--- src/bfpa_pkg.sv ---
// ----------------------------------------------------------------------------
// bfpa_pkg
// Shared constants, codes and control types of the partition allocator.
// ----------------------------------------------------------------------------
package bfpa_pkg;

	localparam int MAX_PARTITIONS_DEF = 16;
	localparam int ADDR_BITS_DEF      = 16;
	localparam int OWNER_BITS_DEF     = 8;
	localparam int RESET_MEMORY       = 1024;

	localparam int ID_W      = 16;
	localparam int REQ_W     = 16;
	localparam int OWNER_IN_W = 8;
	localparam int CFG_W     = 16;
	localparam int STATUS_W  = 2;
	localparam int ADDR_OUT_W = 16;
	localparam int FREED_W   = 5;

	// valid, allocated and id bits of one table entry
	localparam int ENTRY_FIXED_W = 2 + ID_W;

	localparam int S_TDATA_W = 24;
	localparam int M_TDATA_W = 40;

	localparam int M_STATUS_LO = 0;
	localparam int M_ADDR_LO   = M_STATUS_LO + STATUS_W;
	localparam int M_PID_LO    = M_ADDR_LO + ADDR_OUT_W;
	localparam int M_FREED_LO  = M_PID_LO + ID_W;

	localparam logic OP_ALLOC = 1'b0;
	localparam logic OP_FREE  = 1'b1;

	localparam logic [STATUS_W-1:0] ST_OK         = 2'd0;
	localparam logic [STATUS_W-1:0] ST_NO_FIT     = 2'd1;
	localparam logic [STATUS_W-1:0] ST_NO_OWNER   = 2'd2;
	localparam logic [STATUS_W-1:0] ST_TABLE_FULL = 2'd3;

	typedef struct packed {
		logic init;
		logic shift;
		logic pack;
		logic phase;
	} cell_ctl_t;

endpackage

--- src/bfpa_cell.sv ---
// ----------------------------------------------------------------------------
// bfpa_cell
// One table entry of the ring: loads, shifts toward the head, or swaps with
// a neighbor to squeeze empty entries to the tail.
// ----------------------------------------------------------------------------
module bfpa_cell import bfpa_pkg::*; #(
	parameter int ADDR_BITS  = ADDR_BITS_DEF,
	parameter int OWNER_BITS = OWNER_BITS_DEF,
	parameter bit HEAD       = 1'b0,
	parameter bit ODD        = 1'b0,
	localparam int EW = ENTRY_FIXED_W + OWNER_BITS + 2 * ADDR_BITS
) (
	input  logic                 clk,
	input  logic                 arst_n,
	input  cell_ctl_t            ctl,
	input  logic [ADDR_BITS-1:0] init_size,
	input  logic [EW-1:0]        hi_in,
	input  logic [EW-1:0]        lo_in,
	output logic [EW-1:0]        q
);

	typedef struct packed {
		logic                  v;
		logic                  alloc;
		logic [OWNER_BITS-1:0] owner;
		logic [ADDR_BITS-1:0]  start;
		logic [ADDR_BITS-1:0]  size;
		logic [ID_W-1:0]       id;
	} entry_t;

	// the head cell comes out of reset as one free entry over all memory
	localparam entry_t RST_ENT = '{
		v:       HEAD,
		size:    (HEAD ? ADDR_BITS'(RESET_MEMORY) : '0),
		default: '0
	};

	entry_t hi, lo, ent_q, ent_d;

	assign hi = hi_in;
	assign lo = lo_in;
	assign q  = ent_q;

	always_comb begin
		ent_d = ent_q;
		if (ctl.init) begin
			ent_d = '0;
			if (HEAD) begin
				ent_d.v    = 1'b1;
				ent_d.size = init_size;
			end
		end else if (ctl.shift) begin
			ent_d = hi;
		end else if (ctl.pack) begin
			if (ODD == ctl.phase) begin
				if (!ent_q.v && hi.v) ent_d = hi;
			end else begin
				if (ent_q.v && !lo.v) ent_d = lo;
			end
		end
	end

	always_ff @(posedge clk or negedge arst_n) begin
		if (!arst_n) begin
			ent_q <= RST_ENT;
		end else begin
			ent_q <= ent_d;
		end
	end

endmodule

--- src/best_fit_partition_allocator_unit.sv ---
// ----------------------------------------------------------------------------
// best_fit_partition_allocator_unit
// Best-fit partition allocator with coalescing on free, table held in a ring
// of cells that rotates past a single head reader.
// ----------------------------------------------------------------------------
//  channel | dir | handshake         | payload
//  s       | in  | s_tvalid/s_tready | s_tuser op, s_tdata owner_id, request_size
//  m       | out | m_tvalid/m_tready | m_tdata status, start, id, freed_count
//  cfg     | in  | cfg_we            | cfg_wdata total_memory
//
// Allocate: a scan rotation, then a write rotation;
// a rejected allocate skips the write rotation.
// Free: a rotation, plus an odd-even swap pass over the cells when entries
// merge. One request in flight at a time.
// Reset leaves one free entry of 1024 bytes; a cfg write reloads the table.
// A stalled result waits in the output register; the next word is taken
// once the current one has moved into that register.
// ----------------------------------------------------------------------------
module best_fit_partition_allocator_unit import bfpa_pkg::*; #(
	parameter int MAX_PARTITIONS = MAX_PARTITIONS_DEF,
	parameter int ADDR_BITS      = ADDR_BITS_DEF,
	parameter int OWNER_BITS     = OWNER_BITS_DEF
) (
	input  logic                 clk,
	input  logic                 arst_n,
	input  logic                 s_tvalid,
	output logic                 s_tready,
	input  logic [S_TDATA_W-1:0] s_tdata,  // owner_id[7:0], request_size[23:8]
	input  logic [0:0]           s_tuser,  // op[0]
	output logic                 m_tvalid,
	input  logic                 m_tready,
	// status[1:0], start_address[17:2], partition_id[33:18], freed_count[38:34]
	output logic [M_TDATA_W-1:0] m_tdata,
	input  logic                 cfg_we,
	input  logic [CFG_W-1:0]     cfg_wdata
);

	localparam int N    = MAX_PARTITIONS;
	localparam int IW   = $clog2(N);
	localparam int CNTW = $clog2(N + 1);
	localparam int CW   = (ADDR_BITS > REQ_W) ? ADDR_BITS : REQ_W;
	localparam int EW   = ENTRY_FIXED_W + OWNER_BITS + 2 * ADDR_BITS;

	localparam logic [CNTW-1:0] CNT_LAST = CNTW'(N - 1);
	localparam logic [CNTW-1:0] CNT_FULL = CNTW'(N);

	localparam logic [2:0] S_IDLE  = 3'd0;
	localparam logic [2:0] S_SCAN  = 3'd1;
	localparam logic [2:0] S_DEC   = 3'd2;
	localparam logic [2:0] S_WRITE = 3'd3;
	localparam logic [2:0] S_FREE  = 3'd4;
	localparam logic [2:0] S_PACK  = 3'd5;
	localparam logic [2:0] S_DONE  = 3'd6;

	typedef struct packed {
		logic                  v;
		logic                  alloc;
		logic [OWNER_BITS-1:0] owner;
		logic [ADDR_BITS-1:0]  start;
		logic [ADDR_BITS-1:0]  size;
		logic [ID_W-1:0]       id;
	} entry_t;

	entry_t cells [N];
	entry_t head, tail, a_mod, a_rem, f_ent, edge_lo, acc_q, carry_q;
	cell_ctl_t ctl;

	logic [2:0]            state_q;
	logic [CNTW-1:0]       cnt_q, freed_q, merged_q, count_q;
	logic [IW-1:0]         best_q, step;
	logic [CW-1:0]         brem_q, rem, hsize, reqx;
	logic                  found_q, cand, f_hit, mrg;
	logic [OWNER_BITS-1:0] owner_q;
	logic [REQ_W-1:0]      req_q;
	logic [ID_W-1:0]       next_id_q, nid_inc;
	logic [ADDR_BITS-1:0]  acc_end;

	logic [STATUS_W-1:0]   rs_status_q;
	logic [ADDR_OUT_W-1:0] rs_addr_q;
	logic [ID_W-1:0]       rs_pid_q;
	logic [FREED_W-1:0]    rs_freed_q;
	logic                  m_tvalid_q;
	logic [M_TDATA_W-1:0]  m_tdata_q;

	// the low edge of the chain looks occupied so the head never takes it
	assign edge_lo = '{v: 1'b1, default: '0};

	for (genvar i = 0; i < N; i++) begin : g_cell
		bfpa_cell #(
			.ADDR_BITS  (ADDR_BITS),
			.OWNER_BITS (OWNER_BITS),
			.HEAD       (i == 0),
			.ODD        (1'(i % 2))
		) u_cell (
			.clk       (clk),
			.arst_n    (arst_n),
			.ctl       (ctl),
			.init_size (ADDR_BITS'(cfg_wdata)),
			.hi_in     ((i == N - 1) ? tail : cells[(i + 1) % N]),
			.lo_in     ((i == 0) ? edge_lo : cells[(i + N - 1) % N]),
			.q         (cells[i])
		);
	end

	assign head  = cells[0];
	assign step  = cnt_q[IW-1:0];
	assign hsize = CW'(head.size);
	assign reqx  = CW'(req_q);
	assign rem   = hsize - reqx;
	assign cand  = head.v && !head.alloc && (req_q != '0) && (hsize >= reqx);

	always_comb begin
		a_mod       = head;
		a_mod.alloc = 1'b1;
		a_mod.owner = owner_q;
		a_mod.size  = ADDR_BITS'(req_q);
		a_mod.id    = next_id_q;
		a_rem       = '0;
		a_rem.v     = 1'b1;
		a_rem.start = head.start + ADDR_BITS'(req_q);
		a_rem.size  = ADDR_BITS'(brem_q);
	end

	assign f_hit = head.v && head.alloc && (head.owner == owner_q);

	always_comb begin
		f_ent = head;
		if (f_hit) begin
			f_ent.alloc = 1'b0;
			f_ent.owner = '0;
			f_ent.id    = '0;
		end
	end

	assign acc_end = acc_q.start + acc_q.size;
	assign mrg = acc_q.v && f_ent.v && !acc_q.alloc && !f_ent.alloc
		&& (acc_end == f_ent.start);

	assign nid_inc = next_id_q + 1'b1;

	// word pushed into the tail cell while the ring rotates
	always_comb begin
		case (state_q)
			S_WRITE: begin
				if (step == best_q) tail = a_mod;
				else if (step > best_q && brem_q != '0) tail = carry_q;
				else tail = head;
			end
			S_FREE: begin
				if (cnt_q == '0) tail = '0;
				else if (cnt_q == CNT_FULL) tail = acc_q;
				else if (mrg) tail = '0;
				else tail = acc_q;
			end
			S_PACK:  tail = '0;
			default: tail = head;
		endcase
	end

	always_comb begin
		ctl.init  = cfg_we;
		ctl.shift = (state_q == S_SCAN) || (state_q == S_WRITE) || (state_q == S_FREE);
		ctl.pack  = (state_q == S_PACK);
		ctl.phase = cnt_q[0];
	end

	assign s_tready = (state_q == S_IDLE);

	always_ff @(posedge clk or negedge arst_n) begin
		if (!arst_n) begin
			state_q     <= S_IDLE;
			cnt_q       <= '0;
			count_q     <= CNTW'(1);
			next_id_q   <= ID_W'(1);
			found_q     <= 1'b0;
			freed_q     <= '0;
			merged_q    <= '0;
			best_q      <= '0;
			brem_q      <= '0;
			carry_q     <= '0;
			acc_q       <= '0;
			rs_status_q <= '0;
			rs_addr_q   <= '0;
			rs_pid_q    <= '0;
			rs_freed_q  <= '0;
		end else begin
			case (state_q)
				S_IDLE: begin
					if (cfg_we) begin
						count_q   <= CNTW'(1);
						next_id_q <= ID_W'(1);
					end
					if (s_tvalid) begin
						cnt_q      <= '0;
						found_q    <= 1'b0;
						freed_q    <= '0;
						merged_q   <= '0;
						rs_addr_q  <= '0;
						rs_pid_q   <= '0;
						rs_freed_q <= '0;
						state_q    <= (s_tuser[0] == OP_ALLOC) ? S_SCAN : S_FREE;
					end
				end
				S_SCAN: begin
					if (cand && (!found_q || rem < brem_q)) begin
						found_q <= 1'b1;
						best_q  <= step;
						brem_q  <= rem;
					end
					if (cnt_q == CNT_LAST) state_q <= S_DEC;
					else cnt_q <= cnt_q + 1'b1;
				end
				S_DEC: begin
					cnt_q <= '0;
					if (!found_q) begin
						rs_status_q <= ST_NO_FIT;
						state_q     <= S_DONE;
					end else if (brem_q != '0 && count_q == CNT_FULL) begin
						rs_status_q <= ST_TABLE_FULL;
						state_q     <= S_DONE;
					end else begin
						state_q <= S_WRITE;
					end
				end
				S_WRITE: begin
					if (step == best_q) begin
						rs_addr_q <= ADDR_OUT_W'(head.start);
						carry_q   <= a_rem;
					end else if (step > best_q) begin
						carry_q <= head;
					end
					if (cnt_q == CNT_LAST) begin
						rs_status_q <= ST_OK;
						rs_pid_q    <= next_id_q;
						next_id_q   <= (nid_inc == '0) ? ID_W'(1) : nid_inc;
						if (brem_q != '0) count_q <= count_q + 1'b1;
						state_q <= S_DONE;
					end else begin
						cnt_q <= cnt_q + 1'b1;
					end
				end
				S_FREE: begin
					if (cnt_q != CNT_FULL) begin
						if (f_hit) freed_q <= freed_q + 1'b1;
						if (cnt_q != '0 && mrg) begin
							acc_q.size <= acc_q.size + f_ent.size;
							merged_q   <= merged_q + 1'b1;
						end else begin
							acc_q <= f_ent;
						end
						cnt_q <= cnt_q + 1'b1;
					end else begin
						cnt_q      <= '0;
						rs_freed_q <= FREED_W'(freed_q);
						rs_status_q <= (freed_q == '0) ? ST_NO_OWNER : ST_OK;
						count_q    <= count_q - merged_q;
						state_q    <= (merged_q == '0) ? S_DONE : S_PACK;
					end
				end
				S_PACK: begin
					if (cnt_q == CNT_LAST) state_q <= S_DONE;
					else cnt_q <= cnt_q + 1'b1;
				end
				S_DONE: begin
					if (!m_tvalid_q || m_tready) state_q <= S_IDLE;
				end
				default: state_q <= S_IDLE;
			endcase
		end
	end

	// load the output register when free, drop the word once taken
	always_ff @(posedge clk or negedge arst_n) begin
		if (!arst_n) begin
			m_tvalid_q <= 1'b0;
		end else if (state_q == S_DONE && (!m_tvalid_q || m_tready)) begin
			m_tvalid_q <= 1'b1;
		end else if (m_tready) begin
			m_tvalid_q <= 1'b0;
		end
	end

	// payload side: capture request and assemble the output word
	always_ff @(posedge clk) begin
		if (state_q == S_IDLE && s_tvalid) begin
			owner_q <= OWNER_BITS'(s_tdata[OWNER_IN_W-1:0]);
			req_q   <= s_tdata[OWNER_IN_W +: REQ_W];
		end
		if (state_q == S_DONE && (!m_tvalid_q || m_tready)) begin
			m_tdata_q <= {1'b0, rs_freed_q, rs_pid_q, rs_addr_q, rs_status_q};
		end
	end

	assign m_tvalid = m_tvalid_q;
	assign m_tdata  = m_tdata_q;

endmodule

--- config.mk ---
export PLATFORM = sky130hd
export DESIGN_NAME = best_fit_partition_allocator_unit
export DESIGN_NICKNAME = d
export VERILOG_FILES = /design/src/bfpa_pkg.sv /design/src/bfpa_cell.sv /design/src/best_fit_partition_allocator_unit.sv
export SDC_FILE = /design/constraint.sdc
export NUM_CORES = 2
export LEC_CHECK = 0
export CAP_MARGIN = 20
export CORE_AREA = 4 4 288 290
export DETAILED_ROUTE_END_ITERATION = 8
export DIE_AREA = 0 0 292 294
export DONT_BUFFER_PORTS = 1
export PLACE_DENSITY = 0.86
export SLEW_MARGIN = 20
export SYNTH_ARGS = -nofsm -noshare
export SYNTH_HDL_FRONTEND = slang
export SYNTH_SLANG_ARGS = --single-unit
--- constraint.sdc ---
create_clock -name clk -period 6.05 [get_ports clk]
set_clock_uncertainty 0.05 [all_clocks]
set_input_delay 1.21 -clock clk [delete_from_list [all_inputs] [get_ports clk]]
set_output_delay 1.21 -clock clk [all_outputs]
set_load 0.02 [all_outputs]
==> results.ini <==
[global_route]
grt_max_degree=857
gr-total-overflow=0
grtUsageTotal_pct=30.0
grt_pass1_wl_um=208000
grt_pass1_vias=36600
antenna_found_initial=12

[synthesis]
yosysWarningCount=0
syn-instance-count=4750
synth_ff_type=dfrtp_1
ys_ff_latch=919
async_reset_ff_share_pct=93.1
syn_area_um2=47900
synth_edf_count=63
ys_seq_area_share_pct=48.7
synth_nets=4893
synthDistinctLibCells=84
avgSynthCellArea_um2=10.1

[final_layout]
fin_area_um2=51800
finalCoreUtilization_pct=64.5
final_common_cell=nand2_1
drive_gt1_share_pct=6.27
layout_common_cells=nand2_1, dfrtp_1, mux2i_1
layout.nets=4660
instances_no_fill=5664
areaGrowthSynthToFinish_pct=8.15

[clock_tree]
cts_setup_buffers=0
tritoncts=yes
clk_latency_ps=670
cts-hold-fix-buffers=0
root_buffer=clkbuf_16
clock_path_buffers=3
cts-resized-gates=0
clock-sinks=919
htree_levels=3
clk_pin_slew_ps=70
cts_buffers=94

[setup_path]
r2r.worst_path.cells=19
critPathArrivalTime_ps=5710
cp.required_ps=6530
timing.rr.start=g_cell[0].u_cell.q[16]
end_kind=flip-flop
reg2reg_to=best_q[3]
cp-start-kind=flip-flop
endpoint=best_q[3]
critPathLaunch=g_cell[0].u_cell.q[16]
timing_worst_setup_path_type=flip-flop to flip-flop
crit_fanout=11
reg2reg_slack_ps=820

[drt]
routed_via_density=6.67
drtIter0Drc=4709
wl_per_cell_um=23.4
drc=0
ant_nets=0
routed_wirelength_um=132000
dr.pass1.iters=8
vias=37800

[sta]
setup_viol=0
post-route-period-util_pct=86.4
worst_slack_ps=824
hold-worst-slack_ps=208
slew_viol_final=403
fin_crit_ps=5230
hold_viol_final=0
fin_tns_setup_ps=0
worst_pin_slew_ps=2440
rsz0062_at_grt=false
relSlewSlack_pct=-62.5
fmax_mhz=191

[placed_design]
placedCellCount=5476
dpl-instance-area_um2=48400
port_buffers=0
dpl_worst_slack_ps=943
dp_hpwl_um=79500
globalplace.congestion=1.00

[die]
io_pins=88
fp-row-count=104
die_x_um=292
die_area_um2=85800
die_h_um=294
coreArea_um2=80300
initial_utilization_pct=59.6

[worst_hold_path]
hold_class=primary input to async pin

[pwr]
total_power_mw=23.9
ir_drop_v=0.000545
p_leak_nw=24.2
power.density_nw_per_um2=462

[outcome]
violations=max-slew violations
status=finished, violations left

[job]
maxCapViolCount=0

[worst min-delay path by stage]
stage	end	slack, ps	cells past startpoint
global placement	m_tdata[3]	380	0
global route	g_cell[5].u_cell.q[37]	180	0
detailed placement	m_tdata[35]	380	0
floorplan	m_tdata[10]	370	0
CTS	g_cell[5].u_cell.q[36]	260	0
finish	g_cell[5].u_cell.q[44]	210	0
[report_power, final]
| group | switching [mW] | internal, mW |
|---|---|---|
| logic | 7.03 | 3.08 |
| registers | 0.813 | 6.91 |
| clock network | 2.54 | 3.54 |
| total | 10.4 | 13.5 |
[flip-flops by register name, summed over array words and instances, names as in the netlist]
| name | flops |
|---|---|
| count_q | 5 |
| merged_q | 5 |
| owner_q | 8 |
| m_tvalid | 1 |
| rs_status_q | 2 |
| rs_pid_q | 16 |
| rs_freed_q | 5 |
| freed_q | 5 |
| found_q | 1 |
| req_q | 16 |
| m_tdata | 39 |
| state_q | 3 |
| cnt_q | 5 |
| best_q | 4 |
| brem_q | 16 |
| g_cell.u_cell.q | 672 |
| acc_q | 42 |
| next_id_q | 16 |
| carry_q | 42 |
| rs_addr_q | 16 |
[final cells by class]
class                           instances  area [um^2]
Fill cell                            5882        28500
Sequential cell                       919        23300
Multi-Input combinational cell       3357        22800
Clock buffer                          130         2750
Tap cell                             1060         1330
Timing Repair Buffer                   59          677
Clock inverter                         42          493
Inverter                               86          323
Antenna cell                           11         27.5
[cell usage after synthesis, types with 51 or more instances]
library cell	n	area share (%)
mux2i_1	639	13
ha_1	92	2.4
o31ai_1	621	9.7
nand3_1	57	0.60
dfrtp_1	852	45
a21oi_1	128	1.3
inv_1	86	0.67
edfxtp_1	63	4.0
nand2_1	873	6.8
nor2_1	177	1.4
o21ai_0	179	1.9
clkbuf_1	321	2.5
a31oi_1	51	0.67
[metal layers]
layer  vias up  wire length, um  GRT usage [%]
met5         -                9              0
met4         2             5560           12.7
met3       359            12200           5.74
met2      1821            60900           47.3
met1     18900            53600           41.1
li1      16800                -              -
[worst max-delay path, stage by stage, from the launching register on]
cell	delay, ps
dfrtp_1	450
inv_1	120
ha_1	190
inv_1	60
fa_1	410
a21o_1	210
nor2b_1	140
o31ai_1	300
a21oi_1	170
or4_1	430
a31oi_1	270
xnor2_1	220
ha_1	310
a21o_1	170
a21oi_1	190
o211ai_1	110
a21oi_1	140
o21a_1	490
buf_4	320
mux2_1	350
[logic make-up after synthesis]
group	count (synthesis)	synth area share, %
simple gates	1315	11.7
compound gates	1192	17.4
flops	919	48.7
mux	676	14.2
buf+inv	474	3.91
fa+ha+maj	97	2.61
xor+xnor	76	1.44
other cells	1	0.00784
No activity file was read; power rests on OpenSTA's default activity.
